## src/sv/utfseg_pkg.sv

```systemverilog
`default_nettype none
// ----------------------------------------------------------------------------
// utfseg_pkg
// Shared types and fixed widths for the UTF-8 codepoint segmenter.
// ----------------------------------------------------------------------------
package utfseg_pkg;

  localparam int BYTE_W  = 8;
  localparam int LEN_W   = 3;
  localparam int COUNT_W = 17;
  localparam int BEATS_W = 3;
  localparam int START_W = 16;

  // One input beat: a raw byte and the end-of-buffer flag.
  typedef struct packed {
    logic [BYTE_W-1:0] data;
    logic              last;
  } item_t;

  // One group of result beats caused by a single input byte.
  typedef struct packed {
    logic [LEN_W-1:0]   len;
    logic [BEATS_W-1:0] beats;
    logic [COUNT_W-1:0] count;
    logic               last;
  } bundle_t;

endpackage : utfseg_pkg
`default_nettype wire

```

## src/sv/utfseg_skid.sv

```systemverilog
`default_nettype none
// ----------------------------------------------------------------------------
// utfseg_skid
// Input skid register, so that the input stall comes straight from a flop.
// ----------------------------------------------------------------------------
module utfseg_skid
  import utfseg_pkg::*;
(
  input  logic  clk,
  input  logic  rst_n,
  input  logic  in_valid,
  input  item_t in_item,
  input  logic  consume,
  output logic  in_stall,
  output logic  head_valid,
  output item_t head
);

  logic  skid_v_r;
  logic  skid_v_nxt;
  item_t skid_r;

  assign in_stall   = skid_v_r;
  assign head_valid = skid_v_r | in_valid;
  assign head       = skid_v_r ? skid_r : in_item;

  // A beat that arrives while the tracker cannot take it is parked here.
  always_comb begin
    if (skid_v_r) begin
      skid_v_nxt = ~consume;
    end else begin
      skid_v_nxt = in_valid & ~consume;
    end
  end

  always_ff @(posedge clk) begin
    if (!rst_n) begin
      skid_v_r <= 1'b0;
    end else begin
      skid_v_r <= skid_v_nxt;
    end
  end

  always_ff @(posedge clk) begin
    if (!skid_v_r) begin
      skid_r <= in_item;
    end
  end

endmodule : utfseg_skid
`default_nettype wire

```

## src/sv/utfseg_track.sv

```systemverilog
`default_nettype none
// ----------------------------------------------------------------------------
// utfseg_track
// Sequence tracker: holds the pending sequence and buffer position, and turns
// each byte into a run of result beats for the emitter.
// ----------------------------------------------------------------------------
module utfseg_track
  import utfseg_pkg::*;
#(
  parameter int MAX_BUFFER_BYTES = 65536,
  localparam int POS_W = $clog2(MAX_BUFFER_BYTES)
) (
  input  logic             clk,
  input  logic             rst_n,
  input  logic             head_valid,
  input  item_t            head,
  input  logic             can_load,
  output logic             consume,
  output logic             load,
  output bundle_t          bundle,
  output logic [POS_W-1:0] bundle_start
);

  localparam int COUNT_CAP = (MAX_BUFFER_BYTES > 131071) ? 131071 : MAX_BUFFER_BYTES;
  localparam logic [COUNT_W:0] CAP_X = (COUNT_W+1)'(COUNT_CAP);
  localparam logic [POS_W:0]   WRAP  = (POS_W+1)'(MAX_BUFFER_BYTES);

  logic [LEN_W-1:0]   exp_r,    exp_nxt;
  logic [1:0]         held_r,   held_nxt;
  logic [POS_W-1:0]   pstart_r, pstart_nxt;
  logic [POS_W-1:0]   pos_r,    pos_nxt;
  logic [COUNT_W-1:0] total_r,  total_nxt;

  logic [LEN_W-1:0]   lead_len;
  logic               is_cont;
  logic               pend;
  logic [LEN_W-1:0]   held_inc;
  logic [LEN_W-1:0]   held_ext;
  logic [BEATS_W-1:0] n_beats;
  logic               full;
  logic [POS_W-1:0]   base;
  logic [COUNT_W:0]   sum_n;
  logic [COUNT_W:0]   sum_1;
  logic [POS_W:0]     pos_inc;

  always_comb begin
    if (head.data[7:5] == 3'b110) begin
      lead_len = 3'd2;
    end else if (head.data[7:4] == 4'b1110) begin
      lead_len = 3'd3;
    end else if (head.data[7:3] == 5'b11110) begin
      lead_len = 3'd4;
    end else begin
      lead_len = 3'd0;
    end
  end

  assign is_cont  = (head.data[7:6] == 2'b10);
  assign pend     = (exp_r != 3'd0);
  assign held_ext = {1'b0, held_r};
  assign held_inc = held_ext + 3'd1;

  // Flushed bytes always sit at consecutive offsets ending at or just before
  // the current byte, so every run of 1-byte results is a base plus a count.
  always_comb begin
    exp_nxt    = exp_r;
    held_nxt   = held_r;
    pstart_nxt = pstart_r;
    n_beats    = 3'd0;
    full       = 1'b0;
    base       = pos_r;
    if (pend && is_cont) begin
      base = pstart_r;
      if (held_inc >= exp_r) begin
        exp_nxt  = 3'd0;
        held_nxt = 2'd0;
        n_beats  = 3'd1;
        full     = 1'b1;
      end else if (head.last) begin
        exp_nxt  = 3'd0;
        held_nxt = 2'd0;
        n_beats  = held_inc;
      end else begin
        held_nxt = held_inc[1:0];
      end
    end else begin
      if (pend) begin
        base = pstart_r;
      end
      if ((lead_len != 3'd0) && !head.last) begin
        exp_nxt    = lead_len;
        held_nxt   = 2'd1;
        pstart_nxt = pos_r;
        n_beats    = pend ? held_ext : 3'd0;
      end else begin
        exp_nxt  = 3'd0;
        held_nxt = 2'd0;
        n_beats  = (pend ? held_ext : 3'd0) + 3'd1;
      end
    end
  end

  assign consume = head_valid & ((n_beats == 3'd0) | can_load);
  assign load    = consume & (n_beats != 3'd0);

  assign sum_n = {1'b0, total_r} + (COUNT_W+1)'(n_beats);
  assign sum_1 = {1'b0, total_r} + (COUNT_W+1)'(1);

  always_comb begin
    if (head.last) begin
      total_nxt = '0;
    end else if (sum_n > CAP_X) begin
      total_nxt = CAP_X[COUNT_W-1:0];
    end else begin
      total_nxt = sum_n[COUNT_W-1:0];
    end
  end

  assign pos_inc = {1'b0, pos_r} + (POS_W+1)'(1);

  always_comb begin
    if (head.last || (pos_inc >= WRAP)) begin
      pos_nxt = '0;
    end else begin
      pos_nxt = pos_inc[POS_W-1:0];
    end
  end

  assign bundle.len   = full ? exp_r : 3'd1;
  assign bundle.beats = n_beats;
  assign bundle.count = (sum_1 > CAP_X) ? CAP_X[COUNT_W-1:0] : sum_1[COUNT_W-1:0];
  assign bundle.last  = head.last;
  assign bundle_start = base;

  always_ff @(posedge clk) begin
    if (!rst_n) begin
      exp_r    <= '0;
      held_r   <= '0;
      pstart_r <= '0;
      pos_r    <= '0;
      total_r  <= '0;
    end else if (consume) begin
      exp_r    <= exp_nxt;
      held_r   <= held_nxt;
      pstart_r <= pstart_nxt;
      pos_r    <= pos_nxt;
      total_r  <= total_nxt;
    end
  end

endmodule : utfseg_track
`default_nettype wire

```

## src/sv/utfseg_emit.sv

```systemverilog
`default_nettype none
// ----------------------------------------------------------------------------
// utfseg_emit
// Result register: holds one run of result beats and steps through it, one
// beat per cycle unless stalled, advancing the offset and the running count.
// ----------------------------------------------------------------------------
module utfseg_emit
  import utfseg_pkg::*;
#(
  parameter int MAX_BUFFER_BYTES = 65536,
  localparam int POS_W = $clog2(MAX_BUFFER_BYTES)
) (
  input  logic               clk,
  input  logic               rst_n,
  input  logic               load,
  input  bundle_t            bundle,
  input  logic [POS_W-1:0]   bundle_start,
  output logic               can_load,
  output logic               out_valid,
  input  logic               out_stall,
  output logic [START_W-1:0] out_seg_start,
  output logic [LEN_W-1:0]   out_seg_len,
  output logic [COUNT_W-1:0] out_codepoint_count,
  output logic               out_run_last,
  output logic               out_buffer_done
);

  localparam int COUNT_CAP = (MAX_BUFFER_BYTES > 131071) ? 131071 : MAX_BUFFER_BYTES;
  localparam logic [COUNT_W:0] CAP_X = (COUNT_W+1)'(COUNT_CAP);
  localparam logic [POS_W:0]   WRAP  = (POS_W+1)'(MAX_BUFFER_BYTES);
  localparam int EXT_W = (POS_W > START_W) ? POS_W : START_W;

  logic               bv_r;
  logic [POS_W-1:0]   start_r;
  logic [LEN_W-1:0]   len_r;
  logic [BEATS_W-1:0] beats_r;
  logic [COUNT_W-1:0] count_r;
  logic               last_r;

  logic               adv;
  logic               fin;
  logic [POS_W:0]     start_inc;
  logic [POS_W-1:0]   start_nxt;
  logic [COUNT_W:0]   count_inc;
  logic [COUNT_W-1:0] count_nxt;
  logic [EXT_W-1:0]   start_ext;

  assign adv      = bv_r & ~out_stall;
  assign fin      = adv & (beats_r == 3'd1);
  assign can_load = ~bv_r | fin;

  assign start_inc = {1'b0, start_r} + (POS_W+1)'(1);
  assign start_nxt = (start_inc >= WRAP) ? '0 : start_inc[POS_W-1:0];
  assign count_inc = {1'b0, count_r} + (COUNT_W+1)'(1);
  assign count_nxt = (count_inc > CAP_X) ? CAP_X[COUNT_W-1:0] : count_inc[COUNT_W-1:0];

  always_ff @(posedge clk) begin
    if (!rst_n) begin
      bv_r <= 1'b0;
    end else if (load) begin
      bv_r <= 1'b1;
    end else if (fin) begin
      bv_r <= 1'b0;
    end
  end

  always_ff @(posedge clk) begin
    if (load) begin
      start_r <= bundle_start;
      len_r   <= bundle.len;
      beats_r <= bundle.beats;
      count_r <= bundle.count;
      last_r  <= bundle.last;
    end else if (adv) begin
      start_r <= start_nxt;
      beats_r <= beats_r - 3'd1;
      count_r <= count_nxt;
    end
  end

  assign start_ext           = EXT_W'(start_r);
  assign out_valid           = bv_r;
  assign out_seg_start       = start_ext[START_W-1:0];
  assign out_seg_len         = len_r;
  assign out_codepoint_count = count_r;
  assign out_run_last        = (beats_r == 3'd1);
  assign out_buffer_done     = last_r & (beats_r == 3'd1);

endmodule : utfseg_emit
`default_nettype wire

```

## src/sv/utf8_codepoint_segmenter.sv

```systemverilog
`default_nettype none
// The first result of a byte is registered, loaded when the tracker takes it.
// Throughput: one byte per cycle while each byte gives at most one result and
// the output is not stalled; a byte that flushes a broken sequence gives k
// results, which the single result register steps through one at a time.
// Reset: synchronous, active low; the control state clears, no sweep.
// ----------------------------------------------------------------------------
// utf8_codepoint_segmenter
// Splits a byte stream into UTF-8 codepoint segments with offsets and counts.
// ----------------------------------------------------------------------------
module utf8_codepoint_segmenter
  import utfseg_pkg::*;
#(
  parameter int MAX_BUFFER_BYTES = 65536
) (
  input  logic               clk,
  input  logic               rst_n,
  input  logic               in_valid,
  output logic               in_stall,
  input  logic [BYTE_W-1:0]  in_data_byte,
  input  logic               in_end_of_buffer,
  output logic               out_valid,
  input  logic               out_stall,
  output logic [START_W-1:0] out_seg_start,
  output logic [LEN_W-1:0]   out_seg_len,
  output logic [COUNT_W-1:0] out_codepoint_count,
  output logic               out_run_last,
  output logic               out_buffer_done
);

  localparam int POS_W = $clog2(MAX_BUFFER_BYTES);

  // The input beat, as seen by the tracker: either straight from the port or
  // from the skid register when the previous beat could not be taken.
  item_t            in_item;
  item_t            head;
  logic             head_valid;

  // The tracker takes a byte when the result register is free or is handing
  // over its final beat in this cycle; a byte with no results always goes.
  logic             consume;
  logic             load;
  logic             can_load;
  bundle_t          bundle;
  logic [POS_W-1:0] bundle_start;

  assign in_item.data = in_data_byte;
  assign in_item.last = in_end_of_buffer;

  utfseg_skid u_skid (
    .clk        (clk),
    .rst_n      (rst_n),
    .in_valid   (in_valid),
    .in_item    (in_item),
    .consume    (consume),
    .in_stall   (in_stall),
    .head_valid (head_valid),
    .head       (head)
  );

  // The tracker holds the pending sequence, the byte offset and the count,
  // and decides in one pass how many results the byte causes. All of them are
  // either one full codepoint or a run of 1-byte segments at consecutive
  // offsets, so a start, a length and a beat count describe the whole run.
  utfseg_track #(
    .MAX_BUFFER_BYTES (MAX_BUFFER_BYTES)
  ) u_track (
    .clk          (clk),
    .rst_n        (rst_n),
    .head_valid   (head_valid),
    .head         (head),
    .can_load     (can_load),
    .consume      (consume),
    .load         (load),
    .bundle       (bundle),
    .bundle_start (bundle_start)
  );

  // The emitter is the result register. It walks through the run one beat at
  // a time, stepping the offset with wrap and the count with saturation.
  utfseg_emit #(
    .MAX_BUFFER_BYTES (MAX_BUFFER_BYTES)
  ) u_emit (
    .clk                 (clk),
    .rst_n               (rst_n),
    .load                (load),
    .bundle              (bundle),
    .bundle_start        (bundle_start),
    .can_load            (can_load),
    .out_valid           (out_valid),
    .out_stall           (out_stall),
    .out_seg_start       (out_seg_start),
    .out_seg_len         (out_seg_len),
    .out_codepoint_count (out_codepoint_count),
    .out_run_last        (out_run_last),
    .out_buffer_done     (out_buffer_done)
  );

endmodule : utf8_codepoint_segmenter
`default_nettype wire

```

## config.mk

```make
export PLATFORM = sky130hd
export DESIGN_NAME = utf8_codepoint_segmenter
export DESIGN_NICKNAME = d
export VERILOG_FILES = /design/src/sv/utfseg_pkg.sv /design/src/sv/utfseg_skid.sv /design/src/sv/utfseg_track.sv /design/src/sv/utfseg_emit.sv /design/src/sv/utf8_codepoint_segmenter.sv
export SDC_FILE = /design/constraint.sdc
export NUM_CORES = 1
export LEC_CHECK = 0
export BUFFER_PORTS_ARGS = -buffer_cell sky130_fd_sc_hd__buf_2
export CELL_PAD_IN_SITES_DETAIL_PLACEMENT = 1
export CELL_PAD_IN_SITES_GLOBAL_PLACEMENT = 2
export CORE_ASPECT_RATIO = 1.4
export CORE_MARGIN = 2
export CORE_UTILIZATION = 38
export DETAILED_ROUTE_END_ITERATION = 8
export GPL_ROUTABILITY_DRIVEN = 0
export PLACE_DENSITY_LB_ADDON = 0.3
export SETUP_SLACK_MARGIN = 0.05
export SLEW_MARGIN = 30
export SYNTH_ARGS = -nofsm -noshare
export SYNTH_HDL_FRONTEND = slang
export SYNTH_SLANG_ARGS = --single-unit
export TNS_END_PERCENT = 1
```

## constraint.sdc

```tcl
create_clock -name clk -period 5.7 [get_ports clk]
set_clock_uncertainty 0.2 [all_clocks]
set_input_delay 0.57 -clock clk [delete_from_list [all_inputs] [get_ports clk]]
set_output_delay 0.57 -clock clk [all_outputs]
set_load 0.02 [all_outputs]
```

# == Word-level counts from Yosys, hierarchy flattened ==
# Cells that the tools add are included.
# word_totals
regBits,105
inputBits,13
output_inout_bits,40
word_cells,96
# op_classes
add_sub_neg,8
order_cmp,6
eq_ne,6
n_mux,36
bitwise,13
reduce_logical,12
# ops
operator,n
$mux W17,6
$mux W16,6
$gt A18 B17 Y1 const B,3
$mux W3,13
$add A17 B1 Y18 const B,2
$add A16 B1 Y17 const B,2
$ge A17 B17 Y1 const B,2
$add A17 B3 Y18,1
$mux W9,1
$reduce_bool A3 Y1,3
$mux W2,4
$and A1 B1 Y1,6
$mux W1,6
$eq A5 B5 Y1 const B,1
$eq A4 B4 Y1 const B,1
$not A1 Y1,4
$reduce_bool A2 Y1,2
$add A2 B1 Y3 const B,1
$add A3 B1 Y3 const B,1
$eq A3 B1 Y1 const B,1
$eq A3 B3 Y1 const B,1
$ge A3 B3 Y1,1
$logic_not A3 Y1,1
$ne A3 B2 Y1 const B,1
8 further kinds,11

# == Logic depth before layout (Yosys ltp) ==
# Gate-level depths: netlist of run 1.
# depth
ltp_word,15
mapped_depth,16
ltp_nobuf,16

# == Hierarchy ==
# From an unflattened synthesis of run 1, not the netlist that was laid out.
# unflattened
cells_unflattened,794
hier_area_um2,6754.0
# modules_own_cells
module,instances,cells_per_inst,area_per_inst_um2
utfseg_track,1,509,3827.4
utfseg_emit,1,263,2596.2
utfseg_skid,1,22,330.3

# == Worst setup path before layout of run 1 ==
# Ideal clock, no wire load.
# synth_timing
kind,register -> register
startpoint,register u_track.exp_r[2]
endpoint,register u_emit.beats_r[0] (enable)
setup_ns,0.706
arrival_ns,3.471
setup_slack_ns,1.322
path_stages_with_launch,13
n_path_buf,3
synth_period_minus_slack_ns,4.378
cell_sequence,dfxtp_1 > or3_1 > buf_2 > nand2_1 > inv_1 > ha_1 > o211ai_2 > o311ai_4 > nor3_1 > or2_1 > buf_2 > clkbuf_1 > o21ai_0
# synth_via
elab_chain_cells,10
elab_cells_between_ends,14
classes_between,add/sub: 1; order compare: 1; mux: 4; bitwise: 3; reduce/logical: 5
# synth_lines
element,line_no,text
start: declaration,utfseg_track.sv:28,"logic [LEN_W-1:0] exp_r, exp_nxt;"
start signal: assignment,utfseg_track.sv:143,exp_r <= exp_nxt;
$reduce_bool A3 Y1,utfseg_track.sv:59,assign pend = (exp_r != 3'd0);
$mux W2,"utfseg_track.sv:94, utfseg_track.sv:98",
$add A3 B1 Y3,utfseg_track.sv:98,n_beats = (pend ? held_ext : 3'd0) + 3'd1;
$mux W3,utfseg_track.sv:90,if ((lead_len != 3'd0) && !head.last) begin
$mux W3 (*),utfseg_track.sv:72,if (pend && is_cont) begin
$logic_not A3 Y1,utfseg_track.sv:103,assign consume = head_valid & ((n_beats == 3'd0) | can_load);
$or A1 B1 Y1,utfseg_track.sv:103,
$and A1 B1 Y1,utfseg_track.sv:103,
$and A1 B1 Y1 (*),utfseg_track.sv:104,assign load = consume & (n_beats != 3'd0);
$reduce_bool A2 Y1 (no line) (*),--,
end signal: assignment,utfseg_emit.sv:71,beats_r <= bundle.beats;
end signal: assignment,utfseg_emit.sv:76,beats_r <= beats_r - 3'd1;
end: declaration,utfseg_emit.sv:36,logic [BEATS_W-1:0] beats_r;
# Every way passes the cells marked *; elsewhere a longest branch is shown, timed or not.
# A chain may end at the register's enable or synchronous reset.

# == Worst setup path after layout of run 1 ==
# layout_timing
startpoint,register u_track.exp_r[0]
endpoint,register u_track.total_r[9]
# layout_via
elab_chain_cells,9
elab_cells_between_ends,15
classes_between,add/sub: 2; order compare: 2; mux: 6; bitwise: 2; reduce/logical: 3
# layout_lines
element,line_no,text
$reduce_bool A3 Y1,utfseg_track.sv:59,
$mux W2,"utfseg_track.sv:94, utfseg_track.sv:98",
$add A3 B1 Y3,utfseg_track.sv:98,
$mux W3,utfseg_track.sv:90,
$mux W3 (*),utfseg_track.sv:72,
$add A17 B3 Y18,utfseg_track.sv:106,"assign sum_n = {1'b0, total_r} + (COUNT_W+1)'(n_beats);"
$gt A18 B17 Y1,utfseg_track.sv:112,end else if (sum_n > CAP_X) begin
$mux W17,utfseg_track.sv:112,
$mux W17,utfseg_track.sv:110,if (head.last) begin
end signal: assignment,utfseg_track.sv:147,total_r <= total_nxt;
end: declaration,utfseg_track.sv:32,"logic [COUNT_W-1:0] total_r, total_nxt;"
# Marked as above.

==> results of run 1 <==
[worst paths after layout]
check,start,endpoint,slack [ps],depth (start not counted)
setup / recovery,u_track.exp_r[0]$_SDFFE_PN0P_,u_track.total_r[9]$_SDFFE_PN0P_,750,16
hold reg to reg,u_skid.skid_r[4]$_DFF_P_,u_skid.skid_r[4]$_DFF_P_,280,2
setup reg to reg,u_track.exp_r[0]$_SDFFE_PN0P_,u_track.total_r[9]$_SDFFE_PN0P_,750,16
hold / removal,in_data_byte[6],u_skid.skid_r[7]$_DFF_P_,280,2
[per-stage QoR]
step | util (%) | power (mW) | cells | worst slack (ps)
2_1_floorplan | - | 1.220 | 682 | 1322
3_3_place_gp | 41.26 | 1.349 | 902 | 900.7
3_5_place_dp | 41.29 | 1.364 | 902 | 750.7
4_1_cts | 43.07 | 1.985 | 918 | 718.4
5_1_grt | 43.07 | 2.061 | 918 | 351.0
6_report | 43.07 | 1.957 | 918 | 754.8
[metal layers]
metal / share of wire [%] / vias up / wire length, um
li1: - / 2557 / -
met1: 41 / 2566 / 7072
met2: 56 / 41 / 9660
met3: 1.2 / 16 / 213
met4: 1.3 / 0 / 227
met5: 0 / - / 0
[cell usage after synthesis (all sizes together), types with 17 or more instances]
cell / instances
inv: 18
xor2: 29
o21ai: 34
xnor2: 38
nand4: 25
nor2: 55
and3: 17
nor2b: 21
nand3: 39
nand2: 64
mux2i: 27
edfxtp: 40
buf: 21
dfxtp: 62
[registers in the layout, indices dropped and copies added, names as in the netlist]
register / flops
u_emit.out_valid: 1
u_track.pstart_r: 16
u_emit.out_seg_len: 3
u_skid.in_stall: 1
u_emit.beats_r: 3
u_track.held_r: 2
u_skid.skid_r: 6
u_track.total_r: 17
u_emit.out_seg_start: 16
u_track.pos_r: 16
u_emit.out_codepoint_count: 17
u_emit.last_r: 1
u_track.exp_r: 3
[layout by cell type (no fill, tap or decap), types with 27 or more instances in the layout]
| master | count |
|---|---|
| dfxtp_1 | 62 |
| nand2_1 | 64 |
| nand3_1 | 36 |
| nor2_1 | 54 |
| buf_2 | 49 |
| mux2i_1 | 27 |
| xnor2_1 | 38 |
| xor2_1 | 29 |
| o21ai_0 | 28 |
| edfxtp_1 | 40 |
[cell families (layout without fill, tap and decap cells)]
logic type      count (synthesis)  count (layout)  synth area share (%)
buf+inv                        54              91                 3.828
compound gates                132             132                 16.07
simple gates                  277             277                 23.19
xor+xnor                       67              67                 9.302
flops                         102             102                 38.71
fa+ha+maj                      17              17                 3.491
mux                            33              33                 5.414
[where the power goes]
group | switching (mW) | internal (mW) | leakage [nW]
clock network | 0.308 | 0.308 | 0.140
logic | 0.265 | 0.149 | 1.49
registers | 0.0797 | 0.848 | 0.898
[worst max-delay path: cells and delay by family, from the launching register on]
| family | cells | cell delay, ps |
|---|---|---|
| and+or+nand+nor | 6 | 1690 |
| AOI/OAI and AO/OA | 5 | 1500 |
| adders and majority gates | 2 | 650 |
| DFF | 1 | 360 |
| buffers and inverters | 2 | 280 |
| xor gates and xnor gates | 1 | 200 |
[cell type report]
type / instances / share of cell area, %
clock buffer: 9 / 3.219
clock inverter: 7 / 0.9301
inverter: 18 / 0.9658
multi-input combinational: 526 / 52.05
sequential: 102 / 34.91
tap: 199 / 3.559
timing repair buffer: 57 / 4.364
==> impl_metrics.tcl, run 1 <==
set metrics [dict create \
    gr-total-overflow 0 \
    grtUsageMet1_pct 21.39 \
    wl_mm 17.17 \
    path_max_fanout 15 \
    syn-num-nets 712 \
    multi_input_area_sq_um 3641 \
    crit_slowest_cell "a2111oi_1" \
    drive_gt1_share_pct 14.88 \
    grtUsageTotal_pct 19.96 \
    h-tree-depth 3 \
    max_freq_mhz 202.2 \
    die_area_sq_um 17660 \
    cts_resized 0 \
    cts_tree "built" \
    slew_violations 0 \
    seqCellArea_sq_um 2442 \
    arrival_ps 5040 \
    grt_pass1_wl_mm 28.35 \
    io_buffers 49 \
    cts_sinks 102 \
    synthFlopType "dfxtp_1" \
    finalCritPeriodShare_pct 86.76 \
    diodes 0 \
    synth_top_area_share_pct 19.67 \
    cts_buffer_depth 2 \
    setup_viol 0 \
    ys_ff_latch 102 \
    syn_area_sq_um 6309 \
    worst_setup_path_end_kind "flop" \
    fin_hold_ws_ps 275.7 \
    worst_pin_slew_ps 945.5 \
    die_w_um 112.9 \
    cts_hold_buf 0 \
    final_cell_area_sq_um 6995 \
    vias_per_cell 5.643 \
    place_area_sq_um 6705 \
    clk_pin_slew_ps 80 \
    antenna_left 0 \
    synth.distinct_cells 86 \
    worstPathCellList "or3_1, nand2_1, inv_1, ha_1, o211ai_2, o311ai_4, ha_1, nand3_2, a2111oi_1, xnor2_1, nand4_1, o32ai_4, buf_4, nand3_4, nor3b_1, a21o_1" \
    fin_crit_ps 4945 \
    status "finished, violations left" \
    antenna_found_initial 0 \
    cp_slowest_stage_delay_ps 770 \
    async_flop_share_pct 0 \
    synth_cells 682 \
    vdd_drop_max_uv 125.4 \
    ys_seq_area_share_pct 38.71 \
    ys_warn_count 0 \
    drc_errors 4 \
    grt_max_degree 31 \
    layout.nets 744 \
    die_h_um 156.5 \
    via_count 5180 \
    root_buffer "clkbuf_16" \
    path_common_cell "ha_1" \
    wl_per_cell_um 18.71 \
    dp_hpwl_mm 12.86 \
    fillerInstances 1907 \
    worstSetupPathType "flop to flop" \
    post_cts_buffers 0 \
    violations "DRC" \
    slew_headroom_pct 36.73 \
    synth_edf_count 40 \
    max_cap_viol_count 0 \
    setup.worst_path.start_class "flop" \
    power_density_nw_per_um2 279.7 \
    fin_tns_setup_ps 0 \
    drtPass1Iterations 6 \
    initial_utilization_pct 38.84 \
    core_sq_um 16240 \
    cts_buffers 9 \
    grt_util_met3_pct 2.479 \
    drt_iter0_markers 149 \
    yosys-top-cells-area "dfxtp_1 (20%), edfxtp_1 (19%), xnor2_1 (5.3%)" \
    holdCritPathClass "input pin to flop" \
    busiest_layer "met2" \
    power_leakage_nw 2.526 \
    use_met2_pct 40.25 \
    pin_count 53 \
    postSynthAreaPerCell_sq_um 9.250 \
    finalHoldViolations 0 \
    grt_pass1_vias 5613 \
    syn_to_final_growth_pct 10.89 \
    yosysTopAreaCell "dfxtp_1" \
    row_count 55 \
    clk_latency_ps 360 \
    rsz0062_at_grt "false" \
    critPathRequiredTime_ps 5800 \
]
Power figures use the tool's default switching activity.
==> run 2: changes to the inputs <==
--- a/config.mk
+++ b/config.mk
@@ -13,6 +13,7 @@
 export CORE_UTILIZATION = 38
 export DETAILED_ROUTE_END_ITERATION = 8
 export GPL_ROUTABILITY_DRIVEN = 0
+export HOLD_SLACK_MARGIN = 0.15
 export PLACE_DENSITY_LB_ADDON = 0.3
 export SETUP_SLACK_MARGIN = 0.05
 export SLEW_MARGIN = 30
==> constraint.sdc (replaced) <==
create_clock -name clk -period 4.75 [get_ports clk]
set_clock_uncertainty 0.2 [all_clocks]
set_input_delay 0.475 -clock clk [delete_from_list [all_inputs] [get_ports clk]]
set_output_delay 0.475 -clock clk [all_outputs]
set_load 0.02 [all_outputs]
==> impl_metrics.tcl, run 2 (same netlist as run 1, synthesis figures left out) <==
set metrics [dict create \
    status "finished, violations left" \
    violations "DRC" \
    cts_tree "built" \
    setup.worst_path.start_class "flop" \
    diodes 0 \
    drive_gt1_share_pct 17.10 \
    setup_viol 0 \
    post-route-util_pct 43.91 \
    grt_max_degree 32 \
    hold_end "u_skid.skid_r[7]$_DFF_P_" \
    arrival_ps 4480 \
    gr-total-overflow 0 \
    dp_hpwl_mm 13.29 \
    worstHoldStart "in_data_byte[6]" \
    root_buffer "clkbuf_16" \
    h-tree-depth 3 \
    place_inst 913 \
    power_mw 2.408 \
    rsz0062_at_grt "false" \
    pin_count 53 \
    drt_iter0_markers 112 \
    wl_per_cell_um 19.28 \
    layout.nets 756 \
    finalCritPeriodShare_pct 92.41 \
    max_freq_mhz 227.8 \
    slew_headroom_pct 51.72 \
    slew_violations 0 \
    fin_crit_ps 4389 \
    cts_buffers 9 \
    ff2ff_setup_slack_ps 360 \
    fillerInstances 1887 \
    cts_sinks 102 \
    power_density_nw_per_um2 337.6 \
    wl_mm 17.94 \
    clk_latency_ps 360 \
    max_cap_viol_count 0 \
    grt_pass1_vias 5848 \
    drtPass1Iterations 6 \
    finalHoldViolations 0 \
    layout_common_cells "nand2_1 (64), dfxtp_1 (60), nor2_1 (54)" \
    drc_errors 4 \
    final_cells 930 \
    fin_hold_ws_ps 175.6 \
    via_count 5378 \
    die_area_sq_um 17660 \
    antenna_found_initial 0 \
    worst_pin_slew_ps 719.4 \
    fin_tns_setup_ps 0 \
    initial_utilization_pct 38.84 \
    antenna_left 0 \
    vias_per_cell 5.783 \
    vdd_drop_max_uv 200.9 \
    critPathRequiredTime_ps 4840 \
    core_sq_um 16240 \
    whs_path_depth 2 \
    grtUsageTotal_pct 21.18 \
    r2r-end "u_track.total_r[11]$_SDFFE_PN0P_" \
    grt_pass1_wl_mm 29.75 \
    power_leakage_nw 2.589 \
    die_h_um 156.5 \
    clk_pin_slew_ps 70 \
    worst_setup_path_end_kind "flop" \
    rr_worst_depth 16 \
    reg2reg_from "u_track.held_r[0]$_SDFFE_PN0P_" \
    layout_commonest_cell "nand2_1" \
    path_max_fanout 10 \
    cts_buffer_depth 2 \
    worstSetupPathType "flop to flop" \
    io_buffers 49 \
    row_count 55 \
    syn_to_final_growth_pct 13.05 \
    die_w_um 112.9 \
    holdCritPathClass "input pin to flop" \
]
-- run 2: worst max-delay path by stage --
stage,start,to,slack (ps),cells past startpoint
floorplan,u_track.exp_r[2]$_SDFFE_PN0P_,u_emit.beats_r[0]$_DFFE_PP_,370,12
CTS,u_skid.in_stall$_SDFF_PN0_,u_track.total_r[11]$_SDFFE_PN0P_,130,14
finish,u_track.held_r[0]$_SDFFE_PN0P_,u_track.total_r[11]$_SDFFE_PN0P_,360,16
global route,u_track.held_r[0]$_SDFFE_PN0P_,u_track.total_r[11]$_SDFFE_PN0P_,50,18
detailed placement,u_skid.in_stall$_SDFF_PN0_,u_track.total_r[11]$_SDFFE_PN0P_,170,14
global placement,u_track.held_r[0]$_SDFFE_PN0P_,u_track.total_r[14]$_SDFFE_PN0P_,250,17
-- run 2: cell type report --
| type | count | area (sq um) | share of cell area (%) |
|---|---|---|---|
| clock buffer | 9 | 225.2 | 3.158 |
| clock inverter | 7 | 81.33 | 1.140 |
| inverter | 18 | 67.56 | 0.9474 |
| multi-input combinational | 526 | 3669 | 51.44 |
| sequential | 102 | 2445 | 34.28 |
| tap | 199 | 249.0 | 3.491 |
| timing repair buffer | 69 | 395.4 | 5.544 |
-- run 2: repair_timing --
action / CTS / global route
setup endpoints to repair: 0 / 16
hold buffers: 0 / 0
resized for setup: 0 / 9
buffers inserted: 0 / 1
-- run 2: per-stage QoR --
step                      area (sq um)  setup WS (ps)
after global routing              7132          45.40
after global placement            6783          247.7
after floorplan                   6309          372.4
after detailed placement          6783          170.8
after CTS                         7089          128.6
final                             7132          360.7
-- run 2: worst max-delay path, cell delays in order (launching register included) --
cell and delay [ps]:
dfxtp_2 350, ha_1 320, ha_1 290, a31oi_1 90, or3_4 370, o311ai_4 130, ha_2 290, fa_2 250
a21oi_2 100, or4_1 480, mux2_2 280, nand4_1 140, o32ai_4 300, buf_4 220, nand3_4 170, o21a_1 220
mux2i_1 130
-- run 2: per-layer routing --
metal,share of wire [%],global-route usage [%]
met2,57,42.31
met3,1.8,2.091
met5,0,0
met4,3.4,9.930
met1,38,21.73
-- run 2: power by group --
group	internal [mW]	switching, mW
combinational	0.186	0.324
clock	0.416	0.365
sequential	1.02	0.0996
==> run 3: changes to the inputs <==
--- a/config.mk
+++ b/config.mk
@@ -5,13 +5,12 @@
 export SDC_FILE = /design/constraint.sdc
 export NUM_CORES = 1
 export LEC_CHECK = 0
-export BUFFER_PORTS_ARGS = -buffer_cell sky130_fd_sc_hd__buf_2
 export CELL_PAD_IN_SITES_DETAIL_PLACEMENT = 1
 export CELL_PAD_IN_SITES_GLOBAL_PLACEMENT = 2
 export CORE_ASPECT_RATIO = 1.4
-export CORE_MARGIN = 2
-export CORE_UTILIZATION = 38
+export CORE_UTILIZATION = 41
 export DETAILED_ROUTE_END_ITERATION = 8
+export DONT_BUFFER_PORTS = 1
 export GPL_ROUTABILITY_DRIVEN = 0
 export HOLD_SLACK_MARGIN = 0.15
 export PLACE_DENSITY_LB_ADDON = 0.3
==> impl_metrics.tcl, run 3 (same netlist as run 1, synthesis figures left out) <==
set metrics [dict create \
    status "finished clean" \
    vias_per_cell 5.856 \
    grtUsageTotal_pct 22.61 \
    drtPass1Iterations 4 \
    fin_crit_ps 4417 \
    grt_max_degree 37 \
    path_max_fanout 10 \
    wl_mm 17.44 \
    cts_buffer_depth 2 \
    cts_sinks 102 \
    finalHoldViolations 0 \
    power_leakage_nw 2.416 \
    h-tree-depth 3 \
    grt_pass1_vias 5529 \
    layout_common_cells "nand2_1 (64), dfxtp_1 (62), nor2_1 (54)" \
    die_area_sq_um 15890 \
    layout_commonest_cell "nand2_1" \
    layout.nets 717 \
    worst_setup_path_end_kind "flop" \
    dp_hpwl_mm 12.54 \
    holdCritPathClass "input pin to flop" \
    fillerInstances 1734 \
    multi_input_area_sq_um 3687 \
    syn_to_final_growth_pct 10.35 \
    worst_pin_slew_ps 978.4 \
    worstSetupPathType "flop to flop" \
    die_w_um 106.8 \
    rsz0062_at_grt "false" \
    via_count 5177 \
    antenna_left 0 \
    fin_tns_setup_ps 0 \
    initial_utilization_pct 41.91 \
    root_buffer "clkbuf_16" \
    wl_per_cell_um 19.73 \
    gr-total-overflow 0 \
    arrival_ps 4490 \
    setup.worst_path.start_class "flop" \
    slew_headroom_pct 34.56 \
    power_density_nw_per_um2 330.7 \
    seqCellArea_sq_um 2442 \
    max_cap_viol_count 0 \
    drc_errors 0 \
    pin_count 53 \
    row_count 53 \
    slew_violations 0 \
    setup_viol 0 \
    finalCritPeriodShare_pct 92.99 \
    clk_latency_ps 350 \
    cts_tree "built" \
    diodes 0 \
    critPathRequiredTime_ps 4830 \
    clk_pin_slew_ps 70 \
    core_sq_um 15050 \
    grt_pass1_wl_mm 28.18 \
    drt_iter0_markers 98 \
    vdd_drop_max_uv 158.6 \
    place_inst 860 \
    drive_gt1_share_pct 10.98 \
    antenna_found_initial 0 \
    die_h_um 148.8 \
    final_cells 884 \
    max_freq_mhz 226.4 \
    cts_buffers 9 \
    io_buffers 0 \
]
## run 3: cell types whose count changed in the layout (fill, tap and decap cells not counted), sizes merged
cell / delta
clkinv: +1
clkbuf: +1
bufinv: -1
dlygate4sd3: +6
inv: -1
buf: -45
## run 3: metrics by stage
stage | util [%] | hold WS, ps | cell area [sq um] | setup slack, ps | power (mW)
5_1_grt | 46.25 | 190.3 | 6962 | 70.51 | 2.397
3_5_place_dp | 43.52 | 274.2 | 6551 | 229.0 | 1.581
4_1_cts | 45.81 | 174.4 | 6895 | 169.2 | 2.311
3_3_place_gp | 43.52 | 252.5 | 6551 | 346.9 | 1.560
6_report | 46.25 | 175.4 | 6962 | 333.1 | 2.302
2_1_floorplan | - | 238.3 | 6309 | 372.4 | 1.464
## run 3: worst max-delay path, stage by stage, from the launching register on
cell	delay, ps
dfxtp_1	410
ha_1	290
ha_1	190
a21o_1	170
a31oi_1	190
or3_1	210
o311ai_4	130
ha_1	250
fa_1	420
a21oi_1	310
buf_4	190
o31a_1	110
a41o_1	110
nand4_1	150
o32ai_4	320
buf_4	180
nand3_4	150
o21a_1	220
mux2i_1	120
## run 3: layer usage
layer | share of wire, % | vias up | global-route usage, % | wire length [um]
li1 | - | 2499 | - | -
met3 | 1.9 | 24 | 3.408 | 325
met4 | 2.0 | 0 | 6.986 | 347
met1 | 40 | 2603 | 24.61 | 7000
met5 | 0 | - | 0 | 0
met2 | 56 | 51 | 44.03 | 9765
## run 3: final cells by class
type	count	area share, %
Tap cell	192	3.451
Multi-Input combinational cell	526	52.97
Clock inverter	6	0.6470
Clock buffer	10	3.433
Sequential cell	102	35.08
Inverter	18	0.9705
Timing Repair Buffer	30	3.451
## run 3: path summary, 6_finish.rpt
check                                 startpoint                                to  slack, ps  cells after the start
setup / recovery  u_track.held_r[0]$_SDFFE_PN0P_  u_track.total_r[11]$_SDFFE_PN0P_        330                     18
hold / removal                          in_valid        u_skid.in_stall$_SDFF_PN0_        180                      2
setup reg to reg  u_track.held_r[0]$_SDFFE_PN0P_  u_track.total_r[11]$_SDFFE_PN0P_        330                     18
hold reg to reg         u_skid.skid_r[4]$_DFF_P_          u_skid.skid_r[4]$_DFF_P_        300                      2
## run 3: report_power, final
part	internal [mW]	total, mW	switching (mW)
logic	0.150	0.375	0.225
clock network	0.373	0.732	0.359
registers	1.02	1.20	0.177
## run 3: what timing repair did
item,CTS,global route
hold buffers,6,0
resized for setup,0,9
endpoints found under the setup margin,0,11
setup buffers,0,2
endpoints found under the hold margin,31,0
